==> src/rtl/bsm_pkg.sv <==
// bsm_pkg: shared types and constants of the bank switching memory unit
// port decode masks, control bit positions, ram-only bank layout table
// no dependencies
package bsm_pkg;

    // request kinds carried in the input tuser
    localparam logic REQ_MEM  = 1'b0;
    localparam logic REQ_PORT = 1'b1;

    // result target kinds carried in the output tuser
    typedef enum logic [1:0] {
        KIND_ROM = 2'd0,
        KIND_RAM = 2'd1,
        KIND_EXT = 2'd2
    } t_kind;

    // port decode
    localparam logic [15:0] PRI_PORT_MASK  = 16'hC002;
    localparam logic [15:0] PRI_PORT_MATCH = 16'h4000;
    localparam logic [15:0] SEC_PORT_MASK  = 16'hF002;
    localparam logic [15:0] SEC_PORT_MATCH = 16'h1000;

    // control bit positions
    localparam int PRI_SCREEN_BIT = 3;
    localparam int PRI_ROM_LO_BIT = 4;
    localparam int PRI_LOCK_BIT   = 5;
    localparam int SEC_RAMONLY_BIT = 0;
    localparam int SEC_ROM_HI_BIT = 2;
    localparam int SEC_MOTOR_BIT  = 3;
    localparam int SEC_STROBE_BIT = 4;

    // fixed banks of normal mode
    localparam logic [2:0] SLOT1_BANK = 3'd5;
    localparam logic [2:0] SLOT2_BANK = 3'd2;

    // ram-only layouts, indexed by {secondary[2:1], slot}
    localparam logic [2:0] RAM_ONLY_LAYOUT [16] = '{
        3'd0, 3'd1, 3'd2, 3'd3,
        3'd4, 3'd5, 3'd6, 3'd7,
        3'd4, 3'd5, 3'd6, 3'd3,
        3'd4, 3'd7, 3'd6, 3'd3
    };

    // paging control bytes
    typedef struct packed {
        logic [7:0] primary;
        logic [7:0] secondary;
    } t_ctrl;

endpackage

==> src/rtl/bsm_ctrl_regs.sv <==
// bsm_ctrl_regs: primary and secondary paging control bytes with port decode
// depends on bsm_pkg
module bsm_ctrl_regs
    import bsm_pkg::*;
(
    input  logic        i_clk,
    input  logic        i_rst_n,
    input  logic        i_en,        // item leaves the input register
    input  logic        i_req_type,
    input  logic [15:0] i_cpu_addr,
    input  logic [7:0]  i_write_data,
    output t_ctrl       o_ctrl,      // bytes before this item
    output t_ctrl       o_ctrl_next, // bytes after this item
    output logic        o_write_taken
);

    t_ctrl r_ctrl;
    t_ctrl n_ctrl;
    logic  pri_hit;
    logic  sec_hit;
    logic  unlocked;

    assign unlocked = ~r_ctrl.primary[PRI_LOCK_BIT];
    assign pri_hit  = (i_cpu_addr & PRI_PORT_MASK) == PRI_PORT_MATCH;
    assign sec_hit  = (i_cpu_addr & SEC_PORT_MASK) == SEC_PORT_MATCH;

    always_comb begin
        n_ctrl        = r_ctrl;
        o_write_taken = 1'b0;
        if (i_req_type == REQ_PORT && unlocked) begin
            if (pri_hit) begin
                n_ctrl.primary = i_write_data;
                o_write_taken  = 1'b1;
            end else if (sec_hit) begin
                n_ctrl.secondary = i_write_data;
                o_write_taken    = 1'b1;
            end
        end
    end

    always_ff @(posedge i_clk) begin
        if (!i_rst_n) begin
            r_ctrl <= '0;
        end else if (i_en) begin
            r_ctrl <= n_ctrl;
        end
    end

    assign o_ctrl      = r_ctrl;
    assign o_ctrl_next = n_ctrl;

    // lock is sticky until reset
    a_lock_sticky: assert property (@(posedge i_clk) disable iff (!i_rst_n)
        r_ctrl.primary[PRI_LOCK_BIT] |=> r_ctrl.primary[PRI_LOCK_BIT])
        else $error("paging lock cleared without reset");

    // locked bytes never change
    a_locked_frozen: assert property (@(posedge i_clk) disable iff (!i_rst_n)
        r_ctrl.primary[PRI_LOCK_BIT] |=> $stable(r_ctrl))
        else $error("control bytes changed while locked");

    // no update without an item moving on
    a_hold_idle: assert property (@(posedge i_clk) disable iff (!i_rst_n)
        !i_en |=> $stable(r_ctrl))
        else $error("control bytes changed with no transaction");

endmodule

==> src/rtl/bsm_xlate.sv <==
// bsm_xlate: address translation of a memory access to rom, ram or external
// depends on bsm_pkg
module bsm_xlate
    import bsm_pkg::*;
(
    input  logic        i_req_type,
    input  logic [15:0] i_cpu_addr,
    input  logic        i_ext_rom_disable,
    input  t_ctrl       i_ctrl,
    output t_kind       o_target_kind,
    output logic [16:0] o_phys_addr,
    output logic        o_contended
);

    logic [1:0]  slot;
    logic [13:0] offset;
    logic [2:0]  bank;
    logic [1:0]  rom_idx;

    assign slot    = i_cpu_addr[15:14];
    assign offset  = i_cpu_addr[13:0];
    assign rom_idx = {i_ctrl.secondary[SEC_ROM_HI_BIT], i_ctrl.primary[PRI_ROM_LO_BIT]};

    always_comb begin
        case (slot)
            2'd1:    bank = SLOT1_BANK;
            2'd2:    bank = SLOT2_BANK;
            2'd3:    bank = i_ctrl.primary[2:0];
            default: bank = 3'd0;
        endcase
        if (i_ctrl.secondary[SEC_RAMONLY_BIT]) begin
            bank = RAM_ONLY_LAYOUT[{i_ctrl.secondary[2:1], slot}];
        end
    end

    always_comb begin
        o_target_kind = KIND_ROM;
        o_phys_addr   = '0;
        o_contended   = 1'b0;
        if (i_req_type == REQ_MEM) begin
            if (slot == 2'd0 && i_ext_rom_disable) begin
                o_target_kind = KIND_EXT;
                o_phys_addr   = {3'd0, offset};
            end else if (!i_ctrl.secondary[SEC_RAMONLY_BIT] && slot == 2'd0) begin
                o_target_kind = KIND_ROM;
                o_phys_addr   = {1'b0, rom_idx, offset};
            end else begin
                o_target_kind = KIND_RAM;
                o_phys_addr   = {bank, offset};
                o_contended   = bank[2];
            end
        end
    end

endmodule

==> src/rtl/bank_switching_mmu_two_port_unit.sv <==
// bank_switching_mmu_two_port_unit: top level of the two-port paging unit
// the result is registered: each transaction passes through the input register, then the result register
// throughput: one transaction per cycle while the result is taken, each register refills in the cycle it empties
// a stalled result holds off the input once both registers hold a transaction
// reset (synchronous, active low) clears both control bytes and the valid flags
// depends on bsm_pkg, bsm_ctrl_regs, bsm_xlate
module bank_switching_mmu_two_port_unit
    import bsm_pkg::*;
(
    input  logic        i_clk,
    input  logic        i_rst_n,
    // input stream
    input  logic        s_axis_tvalid,
    output logic        s_axis_tready,
    input  logic [31:0] s_axis_tdata,  // cpu_addr[15:0], write_data[23:16],
                                       // ext_rom_disable[24], zero[31:25]
    input  logic        s_axis_tuser,  // req_type[0]
    // result stream
    output logic        m_axis_tvalid,
    input  logic        m_axis_tready,
    output logic [23:0] m_axis_tdata,  // phys_addr[16:0], contended[17],
                                       // write_taken[18], shadow_screen[19],
                                       // disk_motor[20], printer_strobe[21],
                                       // paging_locked[22], zero[23]
    output logic [1:0]  m_axis_tuser   // target_kind[1:0]
);

    // input register
    logic        r_in_valid;
    logic        r_req_type;
    logic [15:0] r_cpu_addr;
    logic [7:0]  r_write_data;
    logic        r_ext_rom_disable;

    // result register
    logic        r_out_valid;
    logic [23:0] r_out_data;
    t_kind       r_out_kind;

    logic        advance;
    logic        out_free;
    t_ctrl       ctrl;
    t_ctrl       ctrl_next;
    logic        write_taken;
    t_kind       target_kind;
    logic [16:0] phys_addr;
    logic        contended;
    logic [23:0] n_out_data;

    // result register frees up when empty or taken this cycle
    assign out_free      = !r_out_valid || m_axis_tready;
    assign advance       = r_in_valid && out_free;
    // input register refills whenever its item moves on
    assign s_axis_tready = !r_in_valid || advance;

    always_ff @(posedge i_clk) begin
        if (!i_rst_n) begin
            r_in_valid <= 1'b0;
        end else if (s_axis_tready) begin
            r_in_valid <= s_axis_tvalid;
        end
    end

    always_ff @(posedge i_clk) begin
        if (s_axis_tvalid && s_axis_tready) begin
            r_cpu_addr        <= s_axis_tdata[15:0];
            r_write_data      <= s_axis_tdata[23:16];
            r_ext_rom_disable <= s_axis_tdata[24];
            r_req_type        <= s_axis_tuser;
        end
    end

    // control bytes update as the item passes into the result register
    bsm_ctrl_regs u_ctrl (
        .i_clk         (i_clk),
        .i_rst_n       (i_rst_n),
        .i_en          (advance),
        .i_req_type    (r_req_type),
        .i_cpu_addr    (r_cpu_addr),
        .i_write_data  (r_write_data),
        .o_ctrl        (ctrl),
        .o_ctrl_next   (ctrl_next),
        .o_write_taken (write_taken)
    );

    // translation sees the bytes as they stood before this item
    bsm_xlate u_xlate (
        .i_req_type        (r_req_type),
        .i_cpu_addr        (r_cpu_addr),
        .i_ext_rom_disable (r_ext_rom_disable),
        .i_ctrl            (ctrl),
        .o_target_kind     (target_kind),
        .o_phys_addr       (phys_addr),
        .o_contended       (contended)
    );

    // status bits show the bytes after a port write
    assign n_out_data = {1'b0,
                         ctrl_next.primary[PRI_LOCK_BIT],
                         ctrl_next.secondary[SEC_STROBE_BIT],
                         ctrl_next.secondary[SEC_MOTOR_BIT],
                         ctrl_next.primary[PRI_SCREEN_BIT],
                         write_taken,
                         contended,
                         phys_addr};

    always_ff @(posedge i_clk) begin
        if (!i_rst_n) begin
            r_out_valid <= 1'b0;
        end else if (out_free) begin
            r_out_valid <= r_in_valid;
        end
    end

    always_ff @(posedge i_clk) begin
        if (advance) begin
            r_out_data <= n_out_data;
            r_out_kind <= target_kind;
        end
    end

    assign m_axis_tvalid = r_out_valid;
    assign m_axis_tdata  = r_out_data;
    assign m_axis_tuser  = r_out_kind;

    // a port write result carries no translation
    a_write_no_xlate: assert property (@(posedge i_clk) disable iff (!i_rst_n)
        (r_out_valid && r_out_data[18]) |->
        (r_out_kind == KIND_ROM && r_out_data[17:0] == 18'd0))
        else $error("port write result carries a translation");

    // a stalled result is never overwritten by the next item
    a_no_overrun: assert property (@(posedge i_clk) disable iff (!i_rst_n)
        (r_out_valid && !m_axis_tready) |-> !advance)
        else $error("result overwritten while stalled");

    // contention only on internal ram
    a_contended_ram: assert property (@(posedge i_clk) disable iff (!i_rst_n)
        (r_out_valid && r_out_data[17]) |-> r_out_kind == KIND_RAM)
        else $error("contended flag on non-ram access");

endmodule
==> config.mk <==
export PLATFORM = sky130hd
export DESIGN_NAME = bank_switching_mmu_two_port_unit
export DESIGN_NICKNAME = d
export VERILOG_FILES = /design/src/rtl/bsm_pkg.sv /design/src/rtl/bsm_ctrl_regs.sv /design/src/rtl/bsm_xlate.sv /design/src/rtl/bank_switching_mmu_two_port_unit.sv
export SDC_FILE = /design/constraint.sdc
export NUM_CORES = 1
export LEC_CHECK = 0
export BUFFER_PORTS_ARGS = -buffer_cell sky130_fd_sc_hd__buf_2
export CAP_MARGIN = 40
export CORE_MARGIN = 5
export CORE_UTILIZATION = 30
export CTS_BUF_LIST = sky130_fd_sc_hd__clkbuf_2 sky130_fd_sc_hd__clkbuf_4 sky130_fd_sc_hd__clkbuf_8
export DETAILED_ROUTE_END_ITERATION = 10
export SLEW_MARGIN = 20
export SYNTH_ARGS = -nofsm -noshare
export SYNTH_HDL_FRONTEND = slang
export SYNTH_SLANG_ARGS = --single-unit
==> constraint.sdc <==
create_clock -name i_clk -period 2.05 [get_ports i_clk]
set_input_delay 0.1025 -clock i_clk [delete_from_list [all_inputs] [get_ports i_clk]]
set_output_delay 0.1025 -clock i_clk [all_outputs]
set_load 0.01 [all_outputs]
==> results of run 1 <==
flip-flops by register name, indices dropped and copies added, names as in the netlist, 2 cells and up:
name / flops
m_axis_tdata: 22
r_cpu_addr: 16
u_ctrl.o_ctrl: 11
r_write_data: 6
m_axis_tuser: 2
power breakdown:
| part | internal (W) | switching [W] |
|---|---|---|
| sequential | 0.00140 | 0.0000192 |
| combinational | 0.0000942 | 0.0000876 |
| clock | 0.000446 | 0.000425 |
| total | 0.00194 | 0.000532 |
worst max-delay path: stages (launching register included):
cell	delay, ps
edfxtp_1	500
nor4b_4	430
nand4_2	320
nand3_1	170
o21ai_0	90
metal layers:
layer | part of all wire | wire, um
met1 | 0.43 | 1828
met2 | 0.49 | 2096
met3 | 0.053 | 227
met4 | 0.024 | 102
met5 | 0 | 0
logic make-up after synthesis:
family / share of synthesized area
AO/OA/AOI/OAI: 0.05945
buffers and inverters: 0.01833
multiplexers: 0.01500
flip-flops: 0.7556
AND/OR/NAND/NOR: 0.1500
other: 0.001665
final cells by class:
| class | instances | area [um2] |
|---|---|---|
| clock buffers | 11 | 138.9 |
| clock inverters | 4 | 17.52 |
| fillers | 727 | 4230 |
| inverters | 2 | 7.507 |
| multi-input cells | 84 | 509.2 |
| flip-flops and latches | 61 | 1702 |
| well taps | 99 | 123.9 |
| repair buffers | 83 | 563.0 |
path summary, 6_finish.rpt:
path                         start           endpoint  slack [ps]  cells past startpoint
hold / removal       m_axis_tready      m_axis_tvalid         130                      3
hold reg to reg   u_ctrl.o_ctrl[3]   u_ctrl.o_ctrl[3]         470                      2
setup / recovery    r_cpu_addr[15]  u_ctrl.o_ctrl[10]         420                      4
setup reg to reg    r_cpu_addr[15]  u_ctrl.o_ctrl[10]         420                      4
synth_stat cells (all sizes together), types with 2 or more instances:
library cell,instances,area share
a21oi,3,0.0067
and2,2,0.0056
and2b,5,0.017
buf,2,0.0067
clkbuf,5,0.0083
dfxtp,13,0.12
edfxtp,48,0.64
inv,2,0.0033
mux2,3,0.015
nand2,11,0.018
nand2b,5,0.014
nand3,12,0.027
nand4,2,0.011
nor2,3,0.0050
nor2b,13,0.036
o21a,3,0.010
o21ai,15,0.033
metrics by stage:
| step | setup WS (ps) | utilization | total power (W) |
|---|---|---|---|
| after floorplan | 419.5 | - | 0.001515 |
| after global routing | 255.1 | 0.4199 | 0.002580 |
| final | 419.5 | 0.4199 | 0.002468 |
| after CTS | 395.9 | 0.4199 | 0.002497 |
| after global placement | 417.8 | 0.3641 | 0.001587 |
| after detailed placement | 399.1 | 0.3641 | 0.001591 |
==> results_dict.tcl, run 1 <==
set metrics [dict create \
    cts_tree "built" \
    post_cts_buffers 0 \
    cts.sinks 61 \
    coreArea_um2 7292 \
    skew_ps 7.371 \
    cts_buffers 9 \
    clock_tree.root_cell "clkbuf_8" \
    arrival_ps 1830 \
    gp_congestion 0.7340 \
    drcViolationCount 0 \
    placed_cell_area_um2 2655 \
    first_iter_violations 61 \
    routedWlPerCell_um 12.37 \
    grt_pass1_vias 1417 \
    die_w_um 96.65 \
    grt_max_degree 25 \
    antenna_found_initial 0 \
    io_buffer_count 54 \
    grt_pass1_wl_um 6803 \
    use_met1 0.1095 \
    final_cell_area_um2 3062 \
    period_share 0.7954 \
    crit_path_start_kind "flop" \
    area_delta_synth_final_pct 35.94 \
    dieArea_um2 9340 \
    ir_drop_v 0.0002891 \
    yosysSeqAreaShare 0.7556 \
    antenna_cells 0 \
    firstDrtPassIters 4 \
    dp_cells 304 \
    cts_buffer_depth 2 \
    drt.antenna.violating_nets 0 \
    finalNonFillerCells 344 \
    initial_core_util 0.3089 \
    max_cap_violations 0 \
    h-tree-depth 3 \
    clk_pin_slew_ps 60 \
    cts_hold_buffers 25 \
    pin_count 65 \
    cts-resized-gates 0 \
    cp_max_fo 10 \
    grtUsageMet3 0.03381 \
    synth_edf_count 48 \
    holdWs_ps 125.3 \
    powerDensity_nw_per_um2 806.0 \
    setup-tns-final_ps 0 \
    slew_viol_final 0 \
    leakage_nw 1.188 \
    hpwl_um 2874 \
    syn_area_um2 2252 \
    die_h_um 96.65 \
    finalNetCount 278 \
    yosys_warnings 0 \
    drive_gt1_frac 0.3143 \
    layout_common_cells "54 x buf_2, 48 x edfxtp_1, 25 x dlygate4sd3_1" \
    grt_overflow 0 \
    rows 31 \
    vias 1419 \
    wl_um 4254 \
    drt-vias-per-instance 4.125 \
    final_hold_viol_count 0 \
    busiest_layer "met2" \
    min_period_ps 1630 \
    ys_ff_latch 61 \
    rsz0062_at_grt "no" \
    synth_cell_types 24 \
    status "finished, final reports clean" \
    timing.fmax_ghz 0.6133 \
    grtUsageTotal 0.09493 \
    async_flop_share 0 \
    ys.flop_type "edfxtp_1" \
    endpoint_kind "flop" \
    min_path_type "input pin to flop" \
    syn-instance-count 154 \
    crit_type "flop to flop" \
    met2_usage 0.1486 \
    avgSynthCellArea_um2 14.62 \
    required_ps 2250 \
    synthesis.nets 191 \
    setup_viol 0 \
    mostFrequentLayoutCell "buf_2" \
    clk_latency_ps 330 \
]
(Power assumes the default switching activity.)
==> run 2, diff against run 1 <==
--- a/config.mk
+++ b/config.mk
@@ -5,6 +5,7 @@
 export SDC_FILE = /design/constraint.sdc
 export NUM_CORES = 1
 export LEC_CHECK = 0
+export ABC_AREA = 1
 export BUFFER_PORTS_ARGS = -buffer_cell sky130_fd_sc_hd__buf_2
 export CAP_MARGIN = 40
 export CORE_MARGIN = 5
==> constraint.sdc (replaced) <==
create_clock -name i_clk -period 1.6 [get_ports i_clk]
set_input_delay 0.08 -clock i_clk [delete_from_list [all_inputs] [get_ports i_clk]]
set_output_delay 0.08 -clock i_clk [all_outputs]
set_load 0.01 [all_outputs]
==> run 2 against run 1 <==
Die area up 5.0%. Clock power up 56%. Count of clock-buffer cells in the layout up 1. Largest cell class unchanged. Worst setup slack worse by 230 ps. Critical endpoint is now m_axis_tdata[20]. Utilization down 0.083 points. Non-clock buffer count up 2. Cell count up 17%. First-iteration DRC count unchanged. Global-route usage up 0.96 points. Hold slack worse by 84 ps.
==> results_dict.tcl, run 2 <==
set metrics [dict create \
    antenna_cells 0 \
    vias 1659 \
    status "finished, final reports clean" \
    die_h_um 99.02 \
    synth_edf_count 48 \
    avgSynthCellArea_um2 11.65 \
    pwr-share-clk 0.396 \
    ys_top_cells_by_count "48 x edfxtp_1, 40 x inv_1, 33 x nor2_1" \
    cts-resized-gates 0 \
    synth.area.top_cells "edfxtp_1 61%, dfxtp_1 11%, inv_1 6.3%" \
    gp_congestion 0.8519 \
    arrival_ps 1490 \
    area_delta_synth_final_pct 36.21 \
    initial_core_util 0.3076 \
    fillers 745 \
    period_share 0.8843 \
    async_flop_share 0 \
    largest_register_ffs 22 \
    mostFrequentLayoutCell "buf_2" \
    leakage_nw 1.407 \
    cp_max_fo 7 \
    grt_pass1_wl_um 7797 \
    setup-tns-final_ps 0 \
    clk_latency_ps 330 \
    max_cap_violations 0 \
    ir_drop_v 0.0004835 \
    p_sw_w 0.0007405 \
    wl_um 4647 \
    dieArea_um2 9805 \
    crit_path_start_kind "flop" \
    grt_overflow 0 \
    firstDrtPassIters 4 \
    syn-instance-count 204 \
    cts.sinks 61 \
    dp_cells 362 \
    rsz0062_at_grt "no" \
    drcViolationCount 0 \
    power_frac_seq 0.528 \
    first_iter_violations 61 \
    cts_buffer_depth 2 \
    synth_largest_area_cell "edfxtp_1" \
    placed_cell_area_um2 2798 \
    hpwl_um 3375 \
    clk_pin_slew_ps 70 \
    post_cts_buffers 0 \
    endpoint_kind "flop" \
    min_period_ps 1415 \
    powerDensity_nw_per_um2 1063 \
    grtUsageTotal 0.1045 \
    antenna_found_initial 0 \
    ys_ff_latch 61 \
    grt_max_degree 22 \
    switching_share 0.2151 \
    timing.fmax_ghz 0.7068 \
    cts_hold_buffers 24 \
    synth_cell_types 22 \
    min_path_type "input pin to flop" \
    routedWlPerCell_um 11.56 \
    rows 32 \
    clock_tree.root_cell "clkbuf_8" \
    coreArea_um2 7727 \
    skew_ps 8.964 \
    intPower_w 0.002702 \
    synthesis.nets 241 \
    final_hold_viol_count 0 \
    layout_common_cells "54 x buf_2, 48 x edfxtp_1, 40 x inv_1" \
    die_w_um 99.02 \
    yosysSeqAreaShare 0.7158 \
    finalNetCount 332 \
    crit_type "flop to flop" \
    final_cell_area_um2 3238 \
    yosys_warnings 0 \
    cts_buffers 9 \
    required_ps 1670 \
    finalNonFillerCells 402 \
    syn_area_um2 2377 \
    combinationalPowerShare 0.076 \
    drt-vias-per-instance 4.127 \
    drive_gt1_frac 0.2933 \
    grt_pass1_vias 1677 \
    cts_tree "built" \
    slew_viol_final 0 \
    pin_count 65 \
    setup_viol 0 \
    drt.antenna.violating_nets 0 \
    yosysMostFrequentCell "edfxtp_1" \
    io_buffer_count 54 \
    ys.flop_type "edfxtp_1" \
    h-tree-depth 3 \
    synth_top_area_frac 0.6063 \
]
-- run 2: cell types whose count changed after synthesis, moves of 4 or more --
cell,change
nand2_1,+11
nand2b_1,-5
nand3_1,-6
o21ai_0,-6
nor2b_1,-13
a21oi_1,+4
and2b_1,-5
nor2_1,+30
inv_1,+38
nand4_1,+5
-- run 2: logic make-up after synthesis --
group / Yosys count / synth area share
AOI/OAI and AO/OA: 22 / 0.05684
buffers and inverters: 48 / 0.08052
DFF: 61 / 0.7158
other: 1 / 0.001577
and+or+nand+nor: 72 / 0.1453
-- run 2: cell type report --
| cell class | count | area, um2 | area share |
|---|---|---|---|
| timing repair buffer | 85 | 563.0 | 0.1739 |
| clock buffer | 12 | 152.6 | 0.04714 |
| sequential | 61 | 1702 | 0.5255 |
| multi-input combinational | 95 | 484.2 | 0.1495 |
| tap | 102 | 127.6 | 0.03941 |
| clock inverter | 4 | 47.55 | 0.01468 |
| inverter | 43 | 161.4 | 0.04985 |
-- run 2: final timing paths --
| kind | cells after the start | start | slack, ps | to |
|---|---|---|---|---|
| max | 6 | r_cpu_addr[15] | 190 | m_axis_tdata[20] |
| min | 3 | s_axis_tvalid | 40 | r_in_valid |
| max reg2reg | 6 | r_cpu_addr[15] | 190 | m_axis_tdata[20] |
| min reg2reg | 2 | u_ctrl.o_ctrl[11] | 500 | u_ctrl.o_ctrl[11] |
-- run 2: power groups by stage --
stage          Clock, W  Combinational (W)  Sequential [W]
2_1_floorplan         0           0.000105         0.00186
3_3_place_gp          0           0.000218         0.00185
3_5_place_dp          0           0.000222         0.00185
4_1_cts         0.00141           0.000267         0.00182
5_1_grt         0.00149           0.000296         0.00182
6_report        0.00136           0.000262         0.00182
-- run 2: through the flow --
stage | hold WS (ps) | power [W] | utilization | setup WS (ps)
after floorplan | 178.9 | 0.001968 | - | 33.26
after global placement | 257.1 | 0.002067 | 0.3620 | 216.1
after detailed placement | 258.1 | 0.002072 | 0.3620 | 202.4
after CTS | 28.39 | 0.003497 | 0.4190 | 192.0
after global routing | 58.23 | 0.003606 | 0.4190 | 45.77
final | 40.98 | 0.003442 | 0.4190 | 185.1
-- run 2: layer usage --
layer	routed length [um]	global-route usage
met5	0	0
met3	332	0.03751
met1	2038	0.1242
met2	2131	0.1586
met4	145	0.06933
-- run 2: critical path, stage by stage, from the launching register on --
cell	delay, ps
edfxtp_1	480
nor2_4	190
nand2_4	80
nor2_8	150
inv_2	70
nor2_4	100
o21ai_0	90
==> run 3, diff against run 2 <==
--- a/config.mk
+++ b/config.mk
@@ -5,7 +5,6 @@
 export SDC_FILE = /design/constraint.sdc
 export NUM_CORES = 1
 export LEC_CHECK = 0
-export ABC_AREA = 1
 export BUFFER_PORTS_ARGS = -buffer_cell sky130_fd_sc_hd__buf_2
 export CAP_MARGIN = 40
 export CORE_MARGIN = 5
==> run 3 against run 2 <==
Register-to-register slack worse by 80 ps. Die area is 4.7% lower. Via count is 13% lower. Global-route usage is 1.1 points lower. Worst setup slack worse by 77 ps. Flip-flop and latch count stayed put. Final area is 5.3% lower. Routed wire length is 12% lower. First-iteration DRC count is 13% lower. Critical endpoint unchanged. Largest power group unchanged. Highest routed layer unchanged.
==> results_dict.tcl, run 3 (same netlist as run 1, synthesis figures left out) <==
set metrics [dict create \
    drt-vias-per-instance 4.150 \
    endpoint_kind "flop" \
    timing.fmax_ghz 0.6701 \
    worst_slew_pin_slew_ps 578.6 \
    gp_congestion 0.7143 \
    cts_buffers 9 \
    cts_buffer_depth 2 \
    required_ps 1690 \
    die_h_um 96.65 \
    mostFrequentLayoutCell "buf_2" \
    antenna_cells 0 \
    reg2reg_depth 4 \
    rsz0062_at_grt "yes" \
    initial_core_util 0.3089 \
    hold_start "s_axis_tvalid" \
    largest_register_ffs 22 \
    pre_cts_ws_ps 99.44 \
    grt_pass1_vias 1466 \
    grtUsageTotal 0.09323 \
    crit_type "flop to flop" \
    antenna_found_initial 0 \
    skew_ps 5.771 \
    cts-resized-gates 0 \
    whs_path_depth 3 \
    die_w_um 96.65 \
    area_delta_synth_final_pct 36.17 \
    layout_common_cells "54 x buf_2, 48 x edfxtp_1, 24 x dlygate4sd3_1" \
    worst_hold_path.endpoint "r_in_valid" \
    cts_tree "built" \
    dieArea_um2 9340 \
    combinationalPowerShare 0.074 \
    status "finished, final reports clean" \
    drcViolationCount 0 \
    io_buffer_count 54 \
    rrSetupSlack_ps 110 \
    drive_gt1_frac 0.3320 \
    routedWlPerCell_um 11.88 \
    final_hold_viol_count 0 \
    r2r_end "m_axis_tdata[20]" \
    firstDrtPassIters 4 \
    period_share 0.9327 \
    utilization 0.4206 \
    slew_viol_final 0 \
    clk_latency_ps 330 \
    finalNetCount 280 \
    final_cell_area_um2 3067 \
    h-tree-depth 3 \
    cts.sinks 61 \
    p_sw_w 0.0006792 \
    min_path_type "input pin to flop" \
    setup_slack_ps 107.7 \
    crit_path_start_kind "flop" \
    vias 1436 \
    arrival_ps 1580 \
    first_iter_violations 53 \
    drt.antenna.violating_nets 0 \
    ir_drop_v 0.0003687 \
    wl_um 4110 \
    post_cts_buffers 0 \
    dp_cells 307 \
    setup_viol 0 \
    clk_pin_slew_ps 70 \
    pwr-share-clk 0.358 \
    leakage_nw 1.200 \
    powerDensity_nw_per_um2 1038 \
    min_period_ps 1492 \
    grt_pass1_wl_um 6748 \
    timing.rr.start "r_cpu_addr[1]" \
    placed_cell_area_um2 2666 \
    rows 31 \
    pin_count 65 \
    grt_max_degree 25 \
    multi_input_area_um2 510.5 \
    intPower_w 0.002503 \
    finalNonFillerCells 346 \
    power_frac_seq 0.569 \
    coreArea_um2 7292 \
    clock_tree.root_cell "clkbuf_8" \
    regArea_um2 1702 \
    cp_max_fo 6 \
    switching_share 0.2134 \
    grt_overflow 0 \
    max_cap_violations 0 \
    hpwl_um 2950 \
    fillers 725 \
    slew_headroom 0.6143 \
]
run 3: cell types whose count changed in the layout (fill, tap and decap cells not counted), sizes merged, moves of 5 or more:
cell    delta
nand2b     +5
and2b      +5
inv       -41
nand3      +5
nor2b     +13
nand2     -13
a21oi      -5
nor2      -33
o21ai      +5
run 3: final cells by class:
class | count | area share
clock buffers | 12 | 0.04774
clock inverters | 3 | 0.004488
inverters | 2 | 0.002448
multi-input cells | 84 | 0.1665
flip-flops and latches | 61 | 0.5549
well taps | 99 | 0.04039
repair buffers | 85 | 0.1836
run 3: per-layer routing:
layer	routed length (um)	global-route usage	vias up
met2	2033	0.1513	37
li1	-	-	732
met4	146	0.07127	0
met5	0	0	-
met1	1722	0.1044	654
met3	208	0.02374	13
run 3: what timing repair did:
action | CTS | global route
endpoints found under the hold margin | 24 | 0
hold buffers | 24 | 0
endpoints found under the setup margin | 0 | 1
run 3: worst max-delay path, stage by stage (launching register included):
cell	delay (ps)
edfxtp_1	420
nor4b_4	260
buf_4	180
nand2_1	90
mux2_2	290
run 3: how the worst max path moves through the flow:
stage                   start               end  cells past startpoint
6_report        r_cpu_addr[1]  m_axis_tdata[20]                      4
3_3_place_gp    r_cpu_addr[1]  m_axis_tdata[21]                      4
2_1_floorplan  r_cpu_addr[15]  m_axis_tdata[20]                      3
5_1_grt         r_cpu_addr[1]  u_ctrl.o_ctrl[3]                      5
3_5_place_dp    r_cpu_addr[1]  m_axis_tdata[20]                      4
4_1_cts         r_cpu_addr[1]  m_axis_tdata[20]                      4
run 3: power by group through the flow:
stage	clock, W	sequential [W]	combinational [W]
5_1_grt	0.00124	0.00181	0.000261
3_3_place_gp	0	0.00184	0.000193
6_report	0.00114	0.00181	0.000234
4_1_cts	0.00116	0.00181	0.000241
3_5_place_dp	0	0.00184	0.000196
2_1_floorplan	0	0.00186	0.0000821
run 3: stage by stage:
stage / TNS (ps) / hold WS [ps] / total power (W)
floorplan: 0 / 178.9 / 0.001941
global placement: 0 / 258.0 / 0.002035
detailed placement: 0 / 258.3 / 0.002041
CTS: 0 / 12.11 / 0.003208
global route: -4.155 / 21.78 / 0.003315
finish: 0 / 12.82 / 0.003182
